$ cat src/lkhc_ram.sv
// generic single write port, single read port ram with registered read
`default_nettype none
module lkhc_ram #(
	parameter int WIDTH = 8,
	parameter int DEPTH = 16
) (
	input  wire logic                     clk,
	input  wire logic                     we,
	input  wire logic [$clog2(DEPTH)-1:0] waddr,
	input  wire logic [WIDTH-1:0]         wdata,
	input  wire logic                     re,
	input  wire logic [$clog2(DEPTH)-1:0] raddr,
	output logic      [WIDTH-1:0]         rdata
);

	logic [WIDTH-1:0] mem_q [DEPTH];

	always_ff @(posedge clk) begin
		if (we) begin
			mem_q[waddr] <= wdata;
		end
	end

	always_ff @(posedge clk) begin
		if (re) begin
			rdata <= mem_q[raddr];
		end
	end

endmodule
`default_nettype wire

$ cat config.mk
export PLATFORM = sky130hd
export DESIGN_NAME = lkhc_ram
export DESIGN_NICKNAME = d
export VERILOG_FILES = /design/src/lkhc_ram.sv
export SDC_FILE = /design/constraint.sdc
export NUM_CORES = 1
export LEC_CHECK = 0
export ABC_AREA = 1
export BUFFER_PORTS_ARGS = -buffer_cell sky130_fd_sc_hd__clkbuf_2
export CAP_MARGIN = 20
export CORE_ASPECT_RATIO = 0.7
export CORE_MARGIN = 1.5
export CORE_UTILIZATION = 60
export DETAILED_ROUTE_END_ITERATION = 6
export PLACE_DENSITY = 0.78
export SLEW_MARGIN = 20
export SYNTH_ARGS = -nofsm -noshare
export SYNTH_HDL_FRONTEND = slang
export SYNTH_SLANG_ARGS = --single-unit
$ cat constraint.sdc
create_clock -name clk -period 1.44 [get_ports clk]
set_input_delay 0.216 -clock clk [delete_from_list [all_inputs] [get_ports clk]]
set_output_delay 0.216 -clock clk [all_outputs]
set_load 0.005 [all_outputs]
==> After elaboration in Yosys (flattened, before gate mapping) <==
Memory sizes are Yosys's and may differ from the RTL's. A register that Yosys moved wholly into a read port is not among the register bits.
Cells that the tools add are included.
{ "op_classes": {"muxes": 2} }
{ "op_table": {"columns": ["cell", "count"], "rows": [
  ["$mux 1", 2]
]} }
{ "totals": {"reg_bits": 0, "ramBits": 128, "in_bits": 19, "out_inout_bits": 8, "elab_cells": 3, "n_memories": 1} }
{ "memory_table": {"columns": ["name", "depth", "width", "read_ports", "rd_clocked_by_memory_dff", "wr", "line", "source"], "rows": [
  ["mem_q", 16, 8, 1, 1, 1, "16", "logic [WIDTH-1:0] mem_q [DEPTH];"]
]} }

==> Longest topological paths before layout <==
{ "logic_depth": {"ltp_word": 2, "mapped_depth": 8, "depth_no_buf": 7} }

==> Worst setup path after synthesis <==
OpenSTA, ideal clock, no wires.
{ "synth_path": {"kind": "input port to flip-flop", "startpoint": "input port waddr[2]", "endpoint": "memory mem_q[10][0], enable pin", "setup_ns": 0.370, "arrival_ns": 0.797, "required_time_ns": 1.070, "slack_ns": 0.273, "stages": 2, "n_path_buf": 0, "path_cell_list": "nand3b_1 -> nor2_1"} }
{ "synth_rtl": {"columns": ["item", "line", "source"], "rows": [
  ["from (decl)", "9", "input wire logic [$clog2(DEPTH)-1:0] waddr,"],
  ["to (decl)", "16", null]
]} }
Straight into the memory's write port.

==> Final worst setup path <==
{ "layout_path": {"startpoint": "register rdata[6], read port of mem_q", "endpoint": "output port rdata[6]"} }
{ "layout_rtl": {"columns": ["item", "line", "source"], "rows": [
  ["from (decl)", "13", "output logic [WIDTH-1:0] rdata"]
]} }
No word-level cell between the ends.

==> results.md <==
* Status: finished, final reports clean
* Final Util at slightly above 70%
* Worst Min Path Start: re
* Cell count after placement at about 700
* Final Hold Viols at 0
* Max Clock Skew at roughly 0.0066 ns
* Gpl congestion at ~0.86
* Final std cells w/o fill at 732
* Worst setup EP type: output pin
* Power Density at approximately 1300 nW/um^2
* Core Region at roughly 9300 um^2
* Final antenna-violating net count at 0
* Pin count of the biggest net entering global routing at 65
* WHS Endpoint: rdata[5]
* Top cell type's share of synthesized area at a little over two thirds
* R2R Path End: rdata[6]
* RSZ-0062 raised after global routing: false
* Grt ovf at 0
* Antenna violations before repair at 0
* Sequential share of the synthesized area at 69.8%
* Ports at 27
* Starting Density at 63.2%
* Reg clk slew, reported paths at approximately 0.05 ns
* Die Ht at around 86 um
* Path depth of the worst reg2reg path at 6
* Crit Path Max Fanout at 1
* Clk_lat worst skew at slightly above 0.4 ns
* Tcrit/Tclk final at between 80% and 90%
* Clock sink total at 136
* Minimum clock period at about 1.2 ns
* Clk buf depth at 2
* Vias in the first global route at approximately 3800
* Max transition margin at between 50% and 60%
* Crit path max-delay family: flip-flops
* Initial DRC count at 670
* Max_cap viols at 0
* F_max at ~840 MHz
* Via count at just over 4000
* Ant diodes at 0
* Synth Cell Area at 5850 um^2
* Worst path max stage delay at approximately 0.42 ns
* Port-buffer cells at 26
* Design Area, Final at 6670 um^2
* Avg Cell Area, Syn at ~11 um^2
* CTS HTree Levels at 4
* Critical Path, Cell by Cell: clkbuf_2
* CTS tree: yes
* Fin Setup TNS at 0 ns
* Setup bufs post-CTS at 0
* Vias per inst at approximately 5.5
* Hold depth at 1
* CTS Buf Count at 17
* Final setup violation count at 0
* Final nets at ~620
* Die Width at between 100 and 150 um
* Worst Tran Pin Value at approximately 0.63 ns
* Cell count after synthesis at 551
* Max Slew Vio Count at 0
* Post-synth cell types at 11
* Syn_nets at 570
* Post_cts resized at 0
* CP required at between 1 and 1.5 ns
* Critical Path Source Type: flop
* Worst vdd ir at ~1.1 mV
* Routed WL at approximately 13000 um
* Slowest CP cell: edfxtp_1
* Post-CTS Hold Fix Bufs at 0
* Flop-to-flop setup slack at between 0.2 and 0.3 ns
* Share of cells above drive strength 1 at roughly an eighth
* Die area at around 10000 um^2
* Synth-to-Final Area Change at 14.0%
* WS Path Type: flop to output pin
* Synth Register Bits at ~140
* Min-delay worst type: primary input to flop
* Fill cell count at roughly 650
* R2r startpoint: mem_q[13][6]
* Critical path data arrival time at approximately 0.97 ns
* Power, Total at about 8.6 mW
* GRT Util Overall at ~28%
* Synth area leader: edfxtp_1
* Post-placement cell area at a little over 6000 um^2
* Crit. Startpoint: rdata[6]
* Clock Root Buffer: clkbuf_16
* P_leak at 2.91 nW
* Crit path buf inv count at 1
* Ys Warns at 0
* DRC violations left at 0
* Avg WL per Cell at ~18 um
* FP Rows at 29
* Placed wire-length estimate at about 8300 um
* DR pass1 iterations at 6
* Top cells by area in the synthesized netlist: edfxtp_1 70%, nand2_1 11%, nand3_1 8.3%
* First-pass GRT wire length at around 21000 um
## layout make-up
cell class                      instances  area (um^2)  share of cell area (%)
Clock inverter                          7         30.0                   0.451
Clock buffer                           24          452                    6.78
Sequential cell                       136         4080                    61.3
Inverter                              102          383                    5.74
Timing Repair Buffer                   50          348                    5.22
Tap cell                              124          155                    2.33
Multi-Input combinational cell        289         1210                    18.2
## layout by cell type (no fill, tap or decap), types with 4 or more instances in the layout
master	count
buf_4	21
clkbuf_1	7
clkbuf_16	17
clkbuf_2	26
clkinv_1	4
edfxtp_1	136
inv_1	100
nand2_1	173
nand3_1	97
nor2_1	17
## cell usage after synthesis
library cell    n
buf_1           1
buf_2          13
buf_4           4
buf_6           6
edfxtp_1      136
inv_1         100
inv_2           2
nand2_1       173
nand3_1        97
nand3b_1        2
nor2_1         17
## metrics by stage
stage	setup WS, ns	hold WS [ns]
3_3_place_gp	0.0159	0.622
3_5_place_dp	0.00915	0.626
4_1_cts	0.242	0.192
5_1_grt	0.212	0.211
6_report	0.253	0.212
2_1_floorplan	0.273	0.315
## cells by family after synthesis
kind of cell	share of synthesized area, %
AND/OR/NAND/NOR	20.8
flip-flops	69.8
buffers and inverters	9.39
## power breakdown
group	switching (mW)	total [mW]	internal, mW
registers	0.0275	4.49	4.47
clock network	1.44	3.59	2.15
logic	0.380	0.545	0.166
## per-layer routing
| layer | global-route usage, % | routed length (um) |
|---|---|---|
| met5 | 0 | 0 |
| met4 | 9.73 | 188 |
| met3 | 7.58 | 1260 |
| met2 | 40.3 | 5960 |
| met1 | 41.2 | 5780 |
## sequential cells by signal, summed over array words and instances, names as in the netlist
name / cells
mem_q: 128
rdata: 8
## worst max path at each step
stage | depth (start not counted) | endpoint | slack, ns
finish | 1 | rdata[6] | 0.25
global route | 1 | rdata[7] | 0.21
CTS | 1 | rdata[7] | 0.24
detailed placement | 6 | rdata[3] | 0.009
global placement | 6 | rdata[3] | 0.02
floorplan | 2 | mem_q[10][0] | 0.27
No activity file was read; power rests on OpenSTA's default activity.
