==> src/lkhc_pkg.sv <==
// shared constants and types of the lru keyed handle cache
`default_nettype none
package lkhc_pkg;

	localparam int ENTRIES    = 64;
	localparam int KEY_BITS   = 64;
	localparam int VALUE_BITS = 64;

	// port widths fixed by the interface
	localparam int DATA_BITS = 64;
	localparam int SLOT_BITS = 6;
	localparam int CMD_BITS  = 2;

	localparam int IDX_W = $clog2(ENTRIES);
	localparam int CNT_W = $clog2(ENTRIES + 1);

	typedef logic [CMD_BITS-1:0] cmd_t;

	localparam cmd_t CMD_LOOKUP = 2'd0;
	localparam cmd_t CMD_INSERT = 2'd1;
	localparam cmd_t CMD_CLEAR  = 2'd2;

	// flags from the shared key / rank compare unit
	typedef struct packed {
		logic             key_hit;
		logic             rank_above;
		logic             rank_below;
		logic [IDX_W-1:0] rank_inc;
	} cmp_flags_t;

endpackage
`default_nettype wire

==> src/lkhc_cmp_unit.sv <==
// shared key compare and rank compare / increment unit
`default_nettype none
module lkhc_cmp_unit (
	input  wire logic [lkhc_pkg::KEY_BITS-1:0] key_rd,
	input  wire logic [lkhc_pkg::KEY_BITS-1:0] key_ref,
	input  wire logic                          entry_valid,
	input  wire logic [lkhc_pkg::IDX_W-1:0]    rank_rd,
	input  wire logic [lkhc_pkg::CNT_W-1:0]    rank_ref,
	output lkhc_pkg::cmp_flags_t               flags
);
	import lkhc_pkg::*;

	logic [CNT_W-1:0] rank_ext;

	assign rank_ext = CNT_W'(rank_rd);

	always_comb begin
		flags.key_hit    = entry_valid && (key_rd == key_ref);
		flags.rank_above = entry_valid && (rank_ext > rank_ref);
		flags.rank_below = entry_valid && (rank_ext < rank_ref);
		flags.rank_inc   = rank_rd + IDX_W'(1);
	end

endmodule
`default_nettype wire

==> config.mk <==
export PLATFORM = sky130hd
export DESIGN_NAME = lkhc_cmp_unit
export DESIGN_NICKNAME = d
export VERILOG_FILES = /design/src/lkhc_pkg.sv /design/src/lkhc_cmp_unit.sv
export SDC_FILE = /design/constraint.sdc
export NUM_CORES = 1
export LEC_CHECK = 0
export ABC_CLOCK_PERIOD_IN_PS = 1800
export BUFFER_PORTS_ARGS = -buffer_cell sky130_fd_sc_hd__buf_2
export CAP_MARGIN = 20
export CORE_MARGIN = 3
export CORE_UTILIZATION = 31
export DETAILED_ROUTE_END_ITERATION = 10
export MAX_ROUTING_LAYER = met4
export PLACE_DENSITY = 0.85
export RECOVER_POWER = 50
export SYNTH_ARGS = -nofsm -noshare
export SYNTH_HDL_FRONTEND = slang
export SYNTH_SLANG_ARGS = --single-unit
export TNS_END_PERCENT = 1
==> constraint.sdc <==
create_clock -name vclk -period 1.8
set_clock_uncertainty 0.1 [all_clocks]
set_input_delay 0.36 -clock vclk [all_inputs]
set_output_delay 0.36 -clock vclk [all_outputs]
set_load 0.005 [all_outputs]
# ---- Yosys cells after proc, flatten, opt, wreduce, memory -nomap -nowiden
# Index checks and enable logic that the tools add are counted.
dict set report classes {
  n_reduce_logical 3
  add_sub_neg 1
  n_eq_ne 1
  order_cmp 2
}
# op count
set op_table {}
lappend op_table {{== test 64 bit} 1}
lappend op_table {{> comparator 6 x 7 -> 1 bit} 1}
lappend op_table {{less-than comparator 6 x 7 -> 1 bit} 1}
lappend op_table {{adder 6 x 1 -> 6 bit (second input constant)} 1}
lappend op_table {{logical AND 1 bit} 3}
dict set report word_totals {
  out_inout_bits 9
  reg_bits 0
  in_bits 142
  wordCells 7
}

# ---- Logic depth before layout (Yosys ltp)
dict set report depth {
  ltp_word 2
  depth_mapped 7
  ltp_nobuf 7
}

# ---- Worst setup path after synthesis
# Ideal clock, no wire load.
dict set report synth_timing {
  path_kind {input-to-output}
  start {input key_ref[5] (netlist bit)}
  end {output flags[8] (netlist bit)}
  required_ps 1340
  setup_slack_ps 90
  arrival_ps 1250
  stages 5
  path_buffers 0
  cell_sequence {xnor2_1 > nand4_1 > nor4_1 > nand3_1 > nor4_2}
}
# element line_no
set synth_lines {}
lappend synth_lines {{start: declaration} lkhc_cmp_unit.sv:5} ;# input wire logic [lkhc_pkg::KEY_BITS-1:0] key_ref,
lappend synth_lines {{end: declaration} lkhc_cmp_unit.sv:9} ;# output lkhc_pkg::cmp_flags_t flags

==> impl.org <==
** Floorplan
- Initial core utilization :: 34.15%
- Cell row count :: 19
- DIE WIDTH :: 62.29 um
- Placeable core region :: 2877 um2
- From bottom edge to top edge, the die measures 62.29 um.
- Number of top-level design ports :: 151
- Area of the die :: 3880 um2

** Layout
- After filler insertion, the fill cell instance count of the layout stands at 258.
- From synthesis to final layout, the design area changed by 98.85%.
- The design has 0 sequential cells.
- Excluding fillers, the count of instances in the completed layout stands at 332.
- Flip-flop and latch area :: 0 um2
- Fraction of layout instances using a drive strength above 1 :: 60.55%
- Final core occ :: 67.90%
- Counting the clock-network buffers in the layout gives 0.
- For this run, the post-layout net count is 440.

** STA
- The tightest hold path in the finished design has a slack of 0.8637 ns.
- The worst pin sits at a relative slew slack of 75.85%.
- Number of max-slew violations in the final report :: 0
- For the finished layout, the period the worst path requires is 2.029 ns.
- Setup slack after layout :: -0.2289 ns
- In the finished design, the share of the clock period the worst path needs comes to 112.7%.
- Setup repair after global routing missed its margin :: yes
- At the pin with the least slew margin, the transition time is 0.3623 ns.
- The final hold violation count is 0.
- Setup violations remaining at the end of the flow were counted as 2.
- Based on the critical path, the design can be clocked at up to 0.4929 GHz.

** Placed design
- Port buffering added 151 buffers.
- Gp weighted congestion :: 0.8100
- Setup WS pre-CTS :: -0.2975 ns
- After legalization and detailed placement, the total HPWL measured 3788 um.
- Number of cells after detailed placement :: 331

** Status
- The checks that failed: setup timing.
- Result of the run :: finished with violations

** Power
- Overall power consumption after layout is estimated at 0.0004245 W.
- VDD sags by at most 0.1169 mV.
- In this run the power density over the cells is 217.3 nW/um2.
- Summed over all cells, the static leakage comes to 1.051 nW.

** Route
- Post-route DRC :: 0
- Iteration-0 DRC Markers :: 39
- Via count :: 1519
- In this run the remaining antenna-violating nets after routing total 0.
- The first detailed-routing pass ran for 4 iterations.
- In the final routed layout, each cell accounts on average for 12.42 um.
- After detailed routing, the number of vias per cell comes to 4.575.
- Summed over all layers, the routed wires come to 4125 um.

** Critical path
- The critical path in this run is classified as in2out.
- Data arrives at the worst endpoint at 1.57 ns.
- Traced cell by cell, the critical path runs through buf_6 -> xor2_2 -> nor4bb_4 -> nand4_1 -> nor4_2 -> buf_2.
- The number of buffers and inverters on the critical path is 2.
- The worst setup path is launched from an input port.
- Top delay family on crit path :: simple AND/OR/NAND/NOR gates
- Of all nets on the critical path, the largest fanout is 1.
- Data on the critical path is required at its endpoint by 1.34 ns.
- For this design, the slowest cell found on the critical path is sky130_fd_sc_hd__nor4_2.
- The largest single stage delay on the critical path is 0.31 ns.
- The worst setup path is captured at a primary output.
- The most critical setup path has its startpoint at key_rd[41].

** Logic synthesis
- Area of the mapped netlist :: 982.2 um2
- The biggest area contributor in the post-synthesis netlist is sky130_fd_sc_hd__xnor2_1.
- The number of nets handed over by synthesis was 278.
- Yosys instantiated no cell more often than sky130_fd_sc_hd__xnor2_1.
- Top cells by count, synth :: sky130_fd_sc_hd__xnor2_1, sky130_fd_sc_hd__xor2_1, sky130_fd_sc_hd__inv_1
- Mapped Cells :: 129
- Top area cells in the synthesized netlist :: sky130_fd_sc_hd__xnor2_1, sky130_fd_sc_hd__xor2_1, sky130_fd_sc_hd__ha_1
- Fraction of post-synthesis cell area in the top cell type by area :: 28.54%
- Average instance area after synthesis :: 7.614 um2
- For this run, the register share of the synthesized area comes to 0%.
- The Yosys step of the flow raised 0 warnings.
- Number of distinct library cell variants in the gate-level netlist after synthesis :: 24

** Hold path
- Hold Path Sink :: flags[0]
- The worst hold path begins at rank_rd[0].
- Cell depth of the worst min-delay path :: 3
- In this run the worst hold path is classified as in2out.

** Global route
- The initial antenna violation count came to 1.
- For this run the aggregate overflow at the end of global routing stands at 0.
- Overall global routing resource usage :: 19.58%
- Entering global routing, the biggest net connects 4 pins.
- The first global-routing pass estimated 6210 um of wire.
- The via count of the first global-routing pass came to 1504.

** Run
- Across the run, the number of max-cap violations was 0.

** CTS
- Post-CTS timing repair inserted 0 buffers for setup.
- In this run, post-CTS hold repair placed 0 buffers.
## report_power, final
part           leakage (nW)  switching (W)      internal, W
sequential                0              0                0
combinational          1.05       0.000173         0.000252
clock            0.00000634              0  0.0000000000744
total                  1.05       0.000173         0.000252
## worst max-delay path by stage
stage | end | slack [ns] | cells after the start
after floorplan | flags[8] | 0.09 | 5
after detailed placement | flags[8] | -0.30 | 7
after global placement | flags[8] | -0.21 | 7
final | flags[8] | -0.23 | 6
after CTS | flags[8] | -0.25 | 7
after global routing | flags[8] | -0.34 | 7
## layout make-up
| class | count | area [um2] | area share (%) |
|---|---|---|---|
| Tap cell | 42 | 52.55 | 2.691 |
| Multi-Input combinational cell | 109 | 987.2 | 50.54 |
| Antenna cell | 1 | 2.502 | 0.1281 |
| Inverter | 20 | 77.57 | 3.972 |
| Timing Repair Buffer | 160 | 833.3 | 42.67 |
## worst min-delay path: stages
cell                    delay [ns]
sky130_fd_sc_hd__buf_2        0.09
sky130_fd_sc_hd__inv_1        0.04
sky130_fd_sc_hd__buf_2        0.12
## metrics by stage
step           setup TNS, ns  area [um2]
2_1_floorplan              0       982.2
3_3_place_gp         -0.3729        1858
3_5_place_dp         -0.5591        1858
4_1_cts              -0.3273        1927
5_1_grt              -0.4908        1953
6_report             -0.2977        1953
## metal layers
metal	global-route usage, %	share of wire (%)	vias up	wire length [um]
met5	-	0	-	0
met4	4.132	1.1	0	47
met3	2.342	7.3	6	301
met2	39.65	57	85	2355
met1	19.85	34	652	1420
li1	-	-	776	-
## cells in the final DEF, fill, tap and decap left out, types with 3 or more instances in the layout
cell / instances
sky130_fd_sc_hd__inv_2: 3
sky130_fd_sc_hd__nand4_1: 10
sky130_fd_sc_hd__buf_2: 147
sky130_fd_sc_hd__a221oi_1: 3
sky130_fd_sc_hd__buf_4: 9
sky130_fd_sc_hd__nand3_1: 4
sky130_fd_sc_hd__nor4_2: 4
sky130_fd_sc_hd__xnor2_1: 32
sky130_fd_sc_hd__nor4_1: 3
sky130_fd_sc_hd__inv_1: 16
sky130_fd_sc_hd__o22ai_1: 3
sky130_fd_sc_hd__xor2_1: 23
sky130_fd_sc_hd__ha_1: 5
## cells by family after synthesis
| group | after synthesis | share of synthesized area (%) |
|---|---|---|
| AOI/OAI and AO/OA | 18 | 13.25 |
| buffers and inverters | 20 | 7.643 |
| adders and majority gates | 7 | 8.917 |
| and+or+nand+nor | 28 | 20.26 |
| xor gates and xnor gates | 56 | 49.94 |
## repair_timing
item | CTS | global route
gates resized for setup | 13 | 5
endpoints found under the setup margin | 3 | 3
hold endpoints to repair | 0 | 0
pin swaps | 8 | 1
No activity file was read; power rests on OpenSTA's default activity.
